[config.mk]
export PLATFORM = sky130hd
export DESIGN_NAME = imu_angle_frame_parser
export DESIGN_NICKNAME = d
export VERILOG_FILES = /design/src/rtl/core/imuafp_pkg.sv /design/src/rtl/core/imu_angle_frame_parser.sv
export VERILOG_INCLUDE_DIRS = /design/src /design/src/rtl/core
export SDC_FILE = /design/constraint.sdc
export NUM_CORES = 1
export LEC_CHECK = 0
export ABC_AREA = 1
export BUFFER_PORTS_ARGS = -buffer_cell sky130_fd_sc_hd__buf_4
export CAP_MARGIN = 20
export CORE_UTILIZATION = 55
export DETAILED_ROUTE_END_ITERATION = 10
export PLACE_DENSITY = 0.81
export SYNTH_ARGS = -nofsm -noshare
export SYNTH_HDL_FRONTEND = slang
export SYNTH_SLANG_ARGS = --single-unit
[constraint.sdc]
create_clock -name clk -period 10.6 [get_ports clk]
set_input_delay 2.65 -clock clk [delete_from_list [all_inputs] [get_ports clk]]
set_output_delay 2.65 -clock clk [all_outputs]
set_load 0.02 [all_outputs]
[src/rtl/core/imu_angle_frame_parser_assert.svh]
// ----------------------------------------------------------------------------
// imu_angle_frame_parser_assert.svh
// Assertion macros shared by the angle frame parser RTL.
// ----------------------------------------------------------------------------
`ifndef IMU_ANGLE_FRAME_PARSER_ASSERT_SVH
`define IMU_ANGLE_FRAME_PARSER_ASSERT_SVH

// Same-cycle implication, checked on every rising edge outside reset.
`define IMUAFP_ASSERT_NOW(label, ante, cons, msg) \
  label: assert property (@(posedge clk) disable iff (rst) (ante) |-> (cons)) \
    else $error(msg);

// Next-cycle implication, checked on every rising edge outside reset.
`define IMUAFP_ASSERT_NEXT(label, ante, cons, msg) \
  label: assert property (@(posedge clk) disable iff (rst) (ante) |=> (cons)) \
    else $error(msg);

`endif

[src/rtl/core/imuafp_pkg.sv]
// ----------------------------------------------------------------------------
// imuafp_pkg
// Frame constants and scaling functions for the IMU angle frame parser.
// ----------------------------------------------------------------------------
package imuafp_pkg;

  localparam logic [7:0] HDR_BYTE   = 8'h55;
  localparam logic [7:0] ANGLE_TYPE = 8'h53;

  // Frame positions: bytes 0..9 are stored and summed, byte 10 is the checksum.
  localparam int unsigned STORE_LEN = 10;
  localparam logic [3:0]  TEMP_HI_POS = 4'd9;
  localparam logic [3:0]  FINAL_POS   = 4'd10;

  // floor(n/17) for n = raw*5 is taken as floor((n + 17*BIAS_Q)/17) - BIAS_Q,
  // which keeps the dividend positive. The quotient estimate uses a
  // truncated reciprocal of 2^24/17 and is low by at most one.
  localparam int unsigned    TEMP_M_W  = 19;
  localparam int unsigned    TEMP_Q_W  = 15;
  localparam int unsigned    RECIP_W   = 20;
  localparam int unsigned    RECIP_SH  = 24;
  localparam logic [RECIP_W-1:0] RECIP_17 = 20'd986895;
  localparam logic signed [20:0] TEMP_BIAS = 21'sd170000;
  localparam logic [TEMP_M_W-1:0] DIV_17 = 19'd17;
  // -BIAS_Q + 3625 offset of the sensor scale
  localparam logic signed [15:0] TEMP_ADJ = 16'sd6375;

  typedef logic [TEMP_M_W-1:0] temp_m_t;
  typedef logic [TEMP_Q_W-1:0] temp_q_t;

  // raw * 180 / 256, floored (arithmetic shift)
  function automatic logic signed [15:0] angle_scale(input logic signed [15:0] raw);
    logic signed [23:0] p;
    p = 24'(raw) * 24'sd180;
    return p[23:8];
  endfunction

  // biased dividend raw*5 + 17*BIAS_Q, always positive and below 2^19
  function automatic temp_m_t temp_dividend(input logic signed [15:0] raw);
    logic signed [20:0] s;
    s = 21'(raw) * 21'sd5 + TEMP_BIAS;
    return s[TEMP_M_W-1:0];
  endfunction

  // quotient estimate from the reciprocal product
  function automatic temp_q_t temp_estimate(input temp_m_t m);
    logic [TEMP_M_W+RECIP_W-1:0] p;
    p = (TEMP_M_W+RECIP_W)'(m) * (TEMP_M_W+RECIP_W)'(RECIP_17);
    return p[RECIP_SH +: TEMP_Q_W];
  endfunction

  // one correction step, then remove the bias and add the sensor offset
  function automatic logic signed [14:0] temp_finish(input temp_m_t m, input temp_q_t q0);
    temp_m_t            prod17;
    temp_m_t            rem;
    temp_q_t            q;
    logic signed [15:0] t;
    prod17 = {q0, 4'b0000} + TEMP_M_W'(q0);
    rem    = m - prod17;
    q      = (rem >= DIV_17) ? q0 + 1'b1 : q0;
    t      = $signed({1'b0, q}) - TEMP_ADJ;
    return t[14:0];
  endfunction

endpackage

[src/rtl/core/imu_angle_frame_parser.sv]
// ----------------------------------------------------------------------------
// imu_angle_frame_parser
// Byte-serial parser for the 11-byte angle frame of a serial IMU.
//
// Feed one received byte per beat on rx_byte. Bytes seen while waiting for
// a frame start are dropped until the header 0x55 arrives; then ten bytes
// are kept with an 8-bit running sum and the eleventh is checked against it.
// An angle frame (type 0x53) yields one result beat: status 0 with the three
// angles in 1/128 degree and the temperature in 1/100 degree C, or status 1
// with zero fields on a checksum mismatch. Other frame types yield nothing.
// A byte may be offered on every cycle; the result register sits between
// the two sides, so only the checksum byte is held back while a previous
// result is still stalled. The temperature division by 17 is split across
// the last two bytes: the reciprocal multiply runs when the temperature
// high byte arrives, the correction step runs with the checksum byte. The
// result is registered and appears in the cycle after the checksum byte is
// accepted.
// ----------------------------------------------------------------------------
module imu_angle_frame_parser (
  input  logic               clk,
  input  logic               rst,
  input  logic               in_valid,
  output logic               in_stall,
  input  logic [7:0]         rx_byte,
  output logic               out_valid,
  input  logic               out_stall,
  output logic               status,
  output logic signed [15:0] angle_x,
  output logic signed [15:0] angle_y,
  output logic signed [15:0] angle_z,
  output logic signed [14:0] temperature
);
  import imuafp_pkg::*;

  // frame tracking
  logic [3:0] byte_index, byte_index_next;
  logic [7:0] running_sum, running_sum_next;
  logic       out_valid_next;
  logic [7:0] frame_store [STORE_LEN];

  // temperature division, first half
  temp_m_t temp_m;
  temp_q_t temp_q0;

  logic in_accept;
  logic is_final;
  logic hdr_drop;
  logic out_take;
  logic frame_done;
  logic sum_ok;

  // Index is never above the final position; anything at or beyond it is
  // treated as the checksum byte.
  assign is_final   = (byte_index >= FINAL_POS);
  assign out_take   = out_valid && !out_stall;
  // Only the checksum byte needs the result register.
  assign in_stall   = out_valid && out_stall && is_final;
  assign in_accept  = in_valid && !in_stall;
  assign hdr_drop   = (byte_index == '0) && (rx_byte != HDR_BYTE);
  assign frame_done = in_accept && is_final;
  assign sum_ok     = (rx_byte == running_sum);

  always_comb begin
    byte_index_next  = byte_index;
    running_sum_next = running_sum;
    out_valid_next   = out_valid && !out_take;
    if (in_accept && !hdr_drop) begin
      if (is_final) begin
        byte_index_next  = '0;
        running_sum_next = '0;
        if (frame_store[1] == ANGLE_TYPE) begin
          out_valid_next = 1'b1;
        end
      end else begin
        byte_index_next  = byte_index + 4'd1;
        running_sum_next = running_sum + rx_byte;
      end
    end
  end

  always_ff @(posedge clk) begin
    if (rst) begin
      byte_index  <= '0;
      running_sum <= '0;
      out_valid   <= 1'b0;
    end else begin
      byte_index  <= byte_index_next;
      running_sum <= running_sum_next;
      out_valid   <= out_valid_next;
    end
  end

  // Byte store and temperature pre-scale; payload, no reset.
  always_ff @(posedge clk) begin
    if (in_accept && !hdr_drop && !is_final) begin
      frame_store[byte_index[3:0]] <= rx_byte;
      if (byte_index == TEMP_HI_POS) begin
        temp_m  <= temp_dividend($signed({rx_byte, frame_store[8]}));
        temp_q0 <= temp_estimate(temp_dividend($signed({rx_byte, frame_store[8]})));
      end
    end
  end

  // Result register; loaded on the checksum byte of an angle frame.
  always_ff @(posedge clk) begin
    if (frame_done && (frame_store[1] == ANGLE_TYPE)) begin
      if (sum_ok) begin
        status      <= 1'b0;
        angle_x     <= angle_scale($signed({frame_store[3], frame_store[2]}));
        angle_y     <= angle_scale($signed({frame_store[5], frame_store[4]}));
        angle_z     <= angle_scale($signed({frame_store[7], frame_store[6]}));
        temperature <= temp_finish(temp_m, temp_q0);
      end else begin
        status      <= 1'b1;
        angle_x     <= '0;
        angle_y     <= '0;
        angle_z     <= '0;
        temperature <= '0;
      end
    end
  end

`include "imu_angle_frame_parser_assert.svh"

  `IMUAFP_ASSERT_NOW(a_index_range, 1'b1, byte_index <= FINAL_POS, "frame index past final byte")
  `IMUAFP_ASSERT_NOW(a_result_source, $rose(out_valid), $past(frame_done), "result without a checksum byte")
  `IMUAFP_ASSERT_NEXT(a_hdr_drop, in_accept && hdr_drop, byte_index == '0 && running_sum == '0, "dropped byte changed state")
  `IMUAFP_ASSERT_NEXT(a_frame_restart, frame_done, byte_index == '0 && running_sum == '0, "frame did not restart")

endmodule
Yosys cells after proc, flatten, opt, wreduce, memory -nomap -nowiden
Memory sizes are Yosys's and may differ from the RTL's.
Cells that the tools add are included.
Widths: inputs -> output; s select.
- input port bits: 12
- word-level logic and storage cells: 55
- register bits after elaboration: 111
- memories kept: 1
- output and inout bits: 66
- memory bits (writable): 80
- reductions and logical operators: 17
- order comparisons: 2
- equal/unequal tests: 4
- add/sub/neg operators: 7
- multipliers: 5
- mux-type cells: 9
- memory list (memory ; words ; width ; rd ports ; clocked after Yosys merged registers in ; wr ports ; RTL line ; text):
    frame_store ; 10 ; 8 ; 8 ; 0 ; 1 ; imu_angle_frame_parser.sv:39 ; logic [7:0] frame_store [STORE_LEN];
- operators by type and width (operator ; number):
    $mul 16x7->22 const B ; 3
    $mul 19x20->39 const B ; 1
    $add 19x15->19 ; 1
    $add 19x19->19 const B ; 1
    $ge 19x5->1 const B ; 1
    $mul 16x4->19 const B ; 1
    $sub 19x19->19 ; 1
    $add 15x1->15 const B ; 1
    $mux 15 ; 1
    $sub 15x13->15 const B ; 1
    $logic_and 1x1->1 ; 10
    $add 8x8->8 ; 1
    $eq 8x7->1 const B ; 1
    $eq 8x8->1 ; 1
    $mux 8 ; 1
    $ne 8x7->1 const B ; 1
    $mux 1 ; 6
    $logic_not 1->1 ; 5
    $add 4x1->4 const B ; 1
    $eq 4x4->1 const B ; 1
    $ge 4x4->1 const B ; 1
    $logic_not 4->1 ; 1
    $mux 4 ; 1
    $reduce_and 2->1 ; 1

Depth between registers and ports, before layout
Gate-level depths: netlist of the first run.
- depth after elaboration: 8
- gate-level depth with buffers: 41
- gate-level depth less buffers: 41

Least setup slack after synthesis of the first run
Ideal clock, no wire load.
- path type: input port to flip-flop
- start point: input rx_byte[0]
- end point: register temp_q0[13] (data pin)
- path buffers: 0
- stages: 35
- arrival time: 10.000 ns
- setup time: 0.262 ns
- required time: 10.338 ns
- slack: 0.337 ns
- cells stage by stage: ha_1 -> fa_1 -> ha_1 -> inv_1 -> o311ai_0 -> a21oi_1 -> o21ai_0 -> a21oi_1 -> o21ai_0 -> nand2_1 -> nand3_1 -> xor2_1 -> inv_1 -> fa_1 -> inv_1 -> fa_1 -> inv_1 -> fa_1 -> inv_1 -> fa_1 -> inv_1 -> fa_1 -> fa_1 -> inv_1 -> ha_1 -> nand2_1 -> inv_1 -> nand2_1 -> nor2_1 -> nand3_1 -> nand2_1 -> nand4_1 -> o211ai_1 -> a21oi_1 -> xor2_1
- cells in the longest elaborated chain, start to end: 3
- RTL lines (element ; RTL line ; text):
    start, declared ; imu_angle_frame_parser.sv:24 ; input logic [7:0] rx_byte,
    $mul 16x4->19 ; imuafp_pkg.sv:41 ; s = 21'(raw) * 21'sd5 + TEMP_BIAS;
    $add 19x19->19 ; imuafp_pkg.sv:41 ;
    $mul 19x20->39 ; imuafp_pkg.sv:48 ; p = (TEMP_M_W+RECIP_W)'(m) * (TEMP_M_W+RECIP_W)'(RECIP_17);
    end signal, assigned ; imu_angle_frame_parser.sv:99 ; temp_q0 <= temp_estimate(temp_dividend($signed({rx_byte, frame_store[8]})));
    end, declared ; imu_angle_frame_parser.sv:43 ; temp_q_t temp_q0;
Every way passes these cells.
A chain may end at the register's enable or synchronous reset.

Worst setup path after layout of the first run
Same ends and word-level chain as after synthesis.

==> results of run 1 <==
==> how the worst min path moves through the flow <==
stage	startpoint	endpoint	cells after the start
6_report	running_sum[3]$_SDFFE_PP0P_	running_sum[3]$_SDFFE_PP0P_	2
4_1_cts	running_sum[3]$_SDFFE_PP0P_	running_sum[3]$_SDFFE_PP0P_	2
5_1_grt	running_sum[3]$_SDFFE_PP0P_	running_sum[3]$_SDFFE_PP0P_	2
3_3_place_gp	running_sum[0]$_SDFFE_PP0P_	running_sum[0]$_SDFFE_PP0P_	2
2_1_floorplan	running_sum[0]$_SDFFE_PP0P_	running_sum[0]$_SDFFE_PP0P_	2
3_5_place_dp	running_sum[3]$_SDFFE_PP0P_	running_sum[3]$_SDFFE_PP0P_	2
==> worst max-delay path, delay by kind of cell <==
kind / cells / cell delay [ns]
AO/OA/AOI/OAI: 7 / 1.01
XOR/XNOR: 2 / 0.32
adder cells (fa/ha/maj): 10 / 4.53
buffers and inverters: 9 / 0.74
AND/OR/NAND/NOR: 10 / 1.16
==> per-layer routing <==
| layer | part of all wire [%] | global-route usage [%] | wire (µm) |
|---|---|---|---|
| met1 | 43 | 31.4 | 19800 |
| met3 | 4.4 | 3.42 | 2000 |
| met5 | 0 | 0 | 0 |
| met2 | 49 | 43.9 | 22700 |
| met4 | 3.0 | 9.30 | 1400 |
==> repair_timing <==
item	in CTS	in global routing
gates resized for setup	0	10
endpoints found under the hold margin	0	0
hold buffers	0	0
endpoints found under the setup margin	0	13
==> cells in the mapped netlist, types with 8 or more instances <==
library cell | count | area share (%)
nor2_1 | 98 | 1.8
xor2_1 | 39 | 1.7
ha_1 | 346 | 21
nand2_1 | 371 | 6.8
nand3_1 | 67 | 1.6
clkbuf_1 | 8 | 0.15
o21ai_0 | 77 | 1.9
fa_1 | 193 | 19
nor4_1 | 13 | 0.39
edfxtp_1 | 162 | 24
nand4_1 | 18 | 0.55
a21oi_1 | 176 | 4.3
nand2_2 | 14 | 0.42
nor3_1 | 37 | 0.90
o21a_1 | 10 | 0.36
xnor2_1 | 15 | 0.64
inv_1 | 609 | 11
dfxtp_1 | 13 | 1.3
o21bai_1 | 8 | 0.29
==> sequential cells by signal, summed over array words and instances, names as in the netlist <==
| signal | count |
|---|---|
| temp_m | 19 |
| out_valid | 1 |
| angle_z | 16 |
| status | 1 |
| byte_index | 4 |
| temp_q0 | 15 |
| angle_y | 16 |
| frame_store | 64 |
| angle_x | 16 |
| temperature | 15 |
| running_sum | 8 |
==> stage by stage <==
step,hold WS (ns),setup slack (ns)
floorplan,0.449,0.337
global placement,0.458,0.0473
detailed placement,0.465,-0.296
CTS,0.475,0.131
global route,0.508,-0.0181
finish,0.477,0.355
==> cell families (layout without fill, tap and decap cells) <==
| logic type | Yosys count | after routing | share of synthesized area (%) |
|---|---|---|---|
| buf+inv | 623 | 752 | 11.4 |
| flops | 175 | 175 | 24.9 |
| simple gates | 650 | 650 | 13.6 |
| other cells | 0 | 1 | 0 |
| xor+xnor | 54 | 54 | 2.30 |
| compound gates | 304 | 304 | 7.99 |
| fa+ha+maj | 539 | 539 | 39.8 |
==> layout make-up <==
cell class	count	area (µm²)	area share, %
sequential	175	5120	22.7
inverter	612	2300	10.2
antenna	1	2.50	0.0111
clock buffer	18	429	1.90
timing repair buffer	108	808	3.58
clock inverter	14	151	0.671
tap	468	586	2.59
multi-input combinational	1547	13200	58.4
==> run summary, run 1 <==
status - complete, no violations
GPL Wtd Cong - 0.941
Die X-Extent - 196 µm
clock insertion delay at the later pin of the skew report - 0.45 ns
Synth Register Bits - 175
First-pass DRT Iterations - 6
filler instances - 2,932
DIE AREA - 38,200 µm²
worst setup path end - temp_q0[13]$_DFFE_PP_
Rows - 70
wire length per cell - 15.6 µm
fin util - 61.5%
core area - 36,700 µm²
All-Layer GR Usage - 25.0%
routed vias - 15,800
CTS tree - done
Hold Path Class - flop to flop
most frequent cells in the layout - inv_1 (609), nand2_1 (371), ha_1 (346)
Worst EP required - 10.80 ns
Post-Syn Area - 20,600 µm²
total CTS buffers - 17
# DRC - 0
R2R setup slack - 1.23 ns
Worst R2R Start - frame_store[8][1]$_DFFE_PP_
initial antenna violation count - 0
worst r2r dst - temp_q0[13]$_DFFE_PP_
final number of setup-violating endpoints - 0
largest net degree at the start of global routing - 65
Ports - 78
DR iter-0 viols - 1,006
Post-synth ARST share - 0%
Least-Margin Pin Slew - 1.01 ns
remaining antenna violation count after routing - 0
post-CTS setup buffers - 0
Yosys warnings - 0
post-DP HPWL - 37,900 µm
Slew Limit Fails - 0
global route overflow - 0
P&R area growth vs syn - 9.51%
max_slew headroom - 32.2%
CP dominant cell by count - inv_1
post-synth net total - 2,896
total negative slack - 0 ns
Crit path largest cell delay - 0.56 ns
# H-tree levels - 4
Netlist cell types - 45
Avg Cell Area, Syn - 8.79 µm²
R2R depth - 40
CTS Root Cell - clkbuf_16
via/cell ratio - 5.37
die height - 196 µm
most common cell after layout, fill and taps aside - inv_1
Critical Path AT - 10.45 ns
Fin. Hold Viols - 0
Nets - 3,012
Post-synth EDFFs - 162
final period utilization - 96.6%
Synth Flop Type - edfxtp_1
Initial Util - 56.2%
Critical Path Start - rx_byte[0]
first-pass GRT wire length - 76,700 µm
Crit. End Element - flop
Cell Area, Placed - 21,900 µm²
CP Class - input pin to flop
sequential-to-total area share from yosys stat - 24.9%
I/O Buffers - 77
WL final - 45,900 µm
post-layout min period - 10.24 ns
share of layout cells above drive strength 1 - 7.52%
final setup skew - 0.0130 ns
Clock Sinks - 175
clock edge transition at the registers on the reported setup and hold paths - 0.07 ns
Design Area, Final - 22,600 µm²
vias in the first global route - 16,200
critical path's slowest cell - fa_1
Max clock buf depth - 2
CP Max Fanout - 4
placed cell count - 2,905
non-filler instance count after layout - 2,943
maximum clock frequency - 0.0976 GHz
CP startpoint kind - input pin
maxcap violations - 0
post-synthesis cell count - 2,345
Power of run 1 is left out: the tool's default activity adds up to more than one toggle a clock period on the data nets, which glitch-free logic cannot reach.
==> run 2: changes to the inputs <==
MAX_ROUTING_LAYER = met4   (was default)
==> run 2 against run 1 <==
Against the previous run: wire length increased by 0.97%; setup slack improved by 0.030 ns; highest routed layer unchanged; flip-flop and latch count unchanged; worst hold slack worse by 0.0036 ns; design area about the same; count of clock-buffer cells in the layout stayed put; non-clock buffer count fell by 1.
==> run summary, run 2 (synthesis results as in run 1) <==
DIE AREA - 38,200 µm²
Clock Sinks - 175
core area - 36,700 µm²
Rows - 70
share of layout cells above drive strength 1 - 7.56%
maximum clock frequency - 0.0979 GHz
vias in the first global route - 16,200
final period utilization - 96.4%
R2R setup slack - 1.26 ns
Critical Path AT - 10.42 ns
initial antenna violation count - 0
Worst EP required - 10.80 ns
worst setup path end - temp_q0[13]$_DFFE_PP_
setup ws final - 0.385 ns
# H-tree levels - 4
most frequent cells in the layout - inv_1 (609), nand2_1 (371), ha_1 (346)
post-layout min period - 10.21 ns
status - complete, no violations
WL final - 46,300 µm
wire length per cell - 15.7 µm
# DRC - 0
Initial Util - 56.2%
max reg flops - 64
CTS Root Cell - clkbuf_16
via/cell ratio - 5.39
remaining antenna violation count after routing - 0
CP Class - input pin to flop
first-pass GRT wire length - 77,200 µm
Die X-Extent - 196 µm
CP dominant cell by count - inv_1
largest net degree at the start of global routing - 65
Max clock buf depth - 2
Crit. End Element - flop
P&R area growth vs syn - 9.59%
Worst R2R Start - frame_store[8][1]$_DFFE_PP_
routed vias - 15,900
R2R depth - 40
fin util - 61.5%
CTS tree - done
worst r2r dst - temp_q0[13]$_DFFE_PP_
Least-Margin Pin Slew - 0.998 ns
DR iter-0 viols - 1,074
Hold Path Class - flop to flop
maxcap violations - 0
most common cell after layout, fill and taps aside - inv_1
CP Max Fanout - 4
clock edge transition at the registers on the reported setup and hold paths - 0.08 ns
Fin. Hold Viols - 0
global route overflow - 0
Nets - 3,011
ANT cells - 0
max_slew headroom - 33.0%
Ports - 78
worst slack, placed - -0.151 ns
Critical Path Start - rx_byte[0]
CP startpoint kind - input pin
All-Layer GR Usage - 26.1%
post-DP HPWL - 38,300 µm
Slew Limit Fails - 0
critical path's slowest cell - fa_1
final number of setup-violating endpoints - 0
total CTS buffers - 17
hold path cells - 2
GPL Wtd Cong - 0.952
hold slack - 0.474 ns
First-pass DRT Iterations - 6
final setup skew - 0.0138 ns
filler instances - 2,888
I/O Buffers - 77
clock insertion delay at the later pin of the skew report - 0.45 ns
die height - 196 µm
Crit path largest cell delay - 0.57 ns
==> run 2: cell types whose count changed in the layout (fill, tap and decap cells not counted), moves of 2 or more <==
cell / change
clkinvlp_4: -3
o21ai_1: +2
a21oi_2: +2
a21oi_1: -2
clkinv_4: -2
inv_6: +4
==> run 2: per-stage QoR <==
step	instance area, µm²	setup TNS (ns)	std cells
5_1_grt	22600	-0.0393	2941
4_1_cts	22500	0	2936
6_report	22600	0	2941
3_3_place_gp	21900	0	2904
3_5_place_dp	21900	-0.502	2904
2_1_floorplan	20600	0	2345
==> run 2: worst max-delay path, delay by kind of cell <==
kind | cells | cell delay (ns)
AND/OR/NAND/NOR | 10 | 1.15
adder cells (fa/ha/maj) | 10 | 4.52
buffers and inverters | 9 | 0.77
XOR/XNOR | 2 | 0.34
AO/OA/AOI/OAI | 7 | 0.99
==> run 2: timing repair <==
item                                    in CTS  in global routing
hold buffers                                 0                  0
resized for setup                            0                 12
buffers inserted                             0                  0
endpoints found under the setup margin       0                 11
==> run 2: worst min-delay path by stage <==
stage                                      startpoint                           to
final                     running_sum[3]$_SDFFE_PP0P_  running_sum[3]$_SDFFE_PP0P_
after CTS                 running_sum[6]$_SDFFE_PP0P_  running_sum[6]$_SDFFE_PP0P_
after floorplan           running_sum[0]$_SDFFE_PP0P_  running_sum[0]$_SDFFE_PP0P_
after detailed placement  running_sum[3]$_SDFFE_PP0P_  running_sum[3]$_SDFFE_PP0P_
after global routing      running_sum[6]$_SDFFE_PP0P_  running_sum[6]$_SDFFE_PP0P_
after global placement    running_sum[0]$_SDFFE_PP0P_  running_sum[0]$_SDFFE_PP0P_
==> run 2: final cells by class <==
class | instances | area [µm²] | share of cell area [%]
inverter | 612 | 2300 | 10.2
sequential | 175 | 5120 | 22.7
multi-input combinational | 1547 | 13200 | 58.3
clock buffer | 18 | 439 | 1.94
clock inverter | 14 | 163 | 0.720
tap | 468 | 586 | 2.59
timing repair buffer | 107 | 798 | 3.53
==> run 2: per-layer routing <==
metal / share of wire, % / global-route usage (%) / vias up / routed length, µm
met5: 0 / - / - / 0
met2: 50 / 45.3 / 459 / 23300
met3: 5.1 / 2.83 / 96 / 2370
met4: 2.8 / 8.81 / 0 / 1300
met1: 42 / 31.6 / 7579 / 19400
li1: - / - / 7724 / -
Power of run 2 is left out for the same reason.
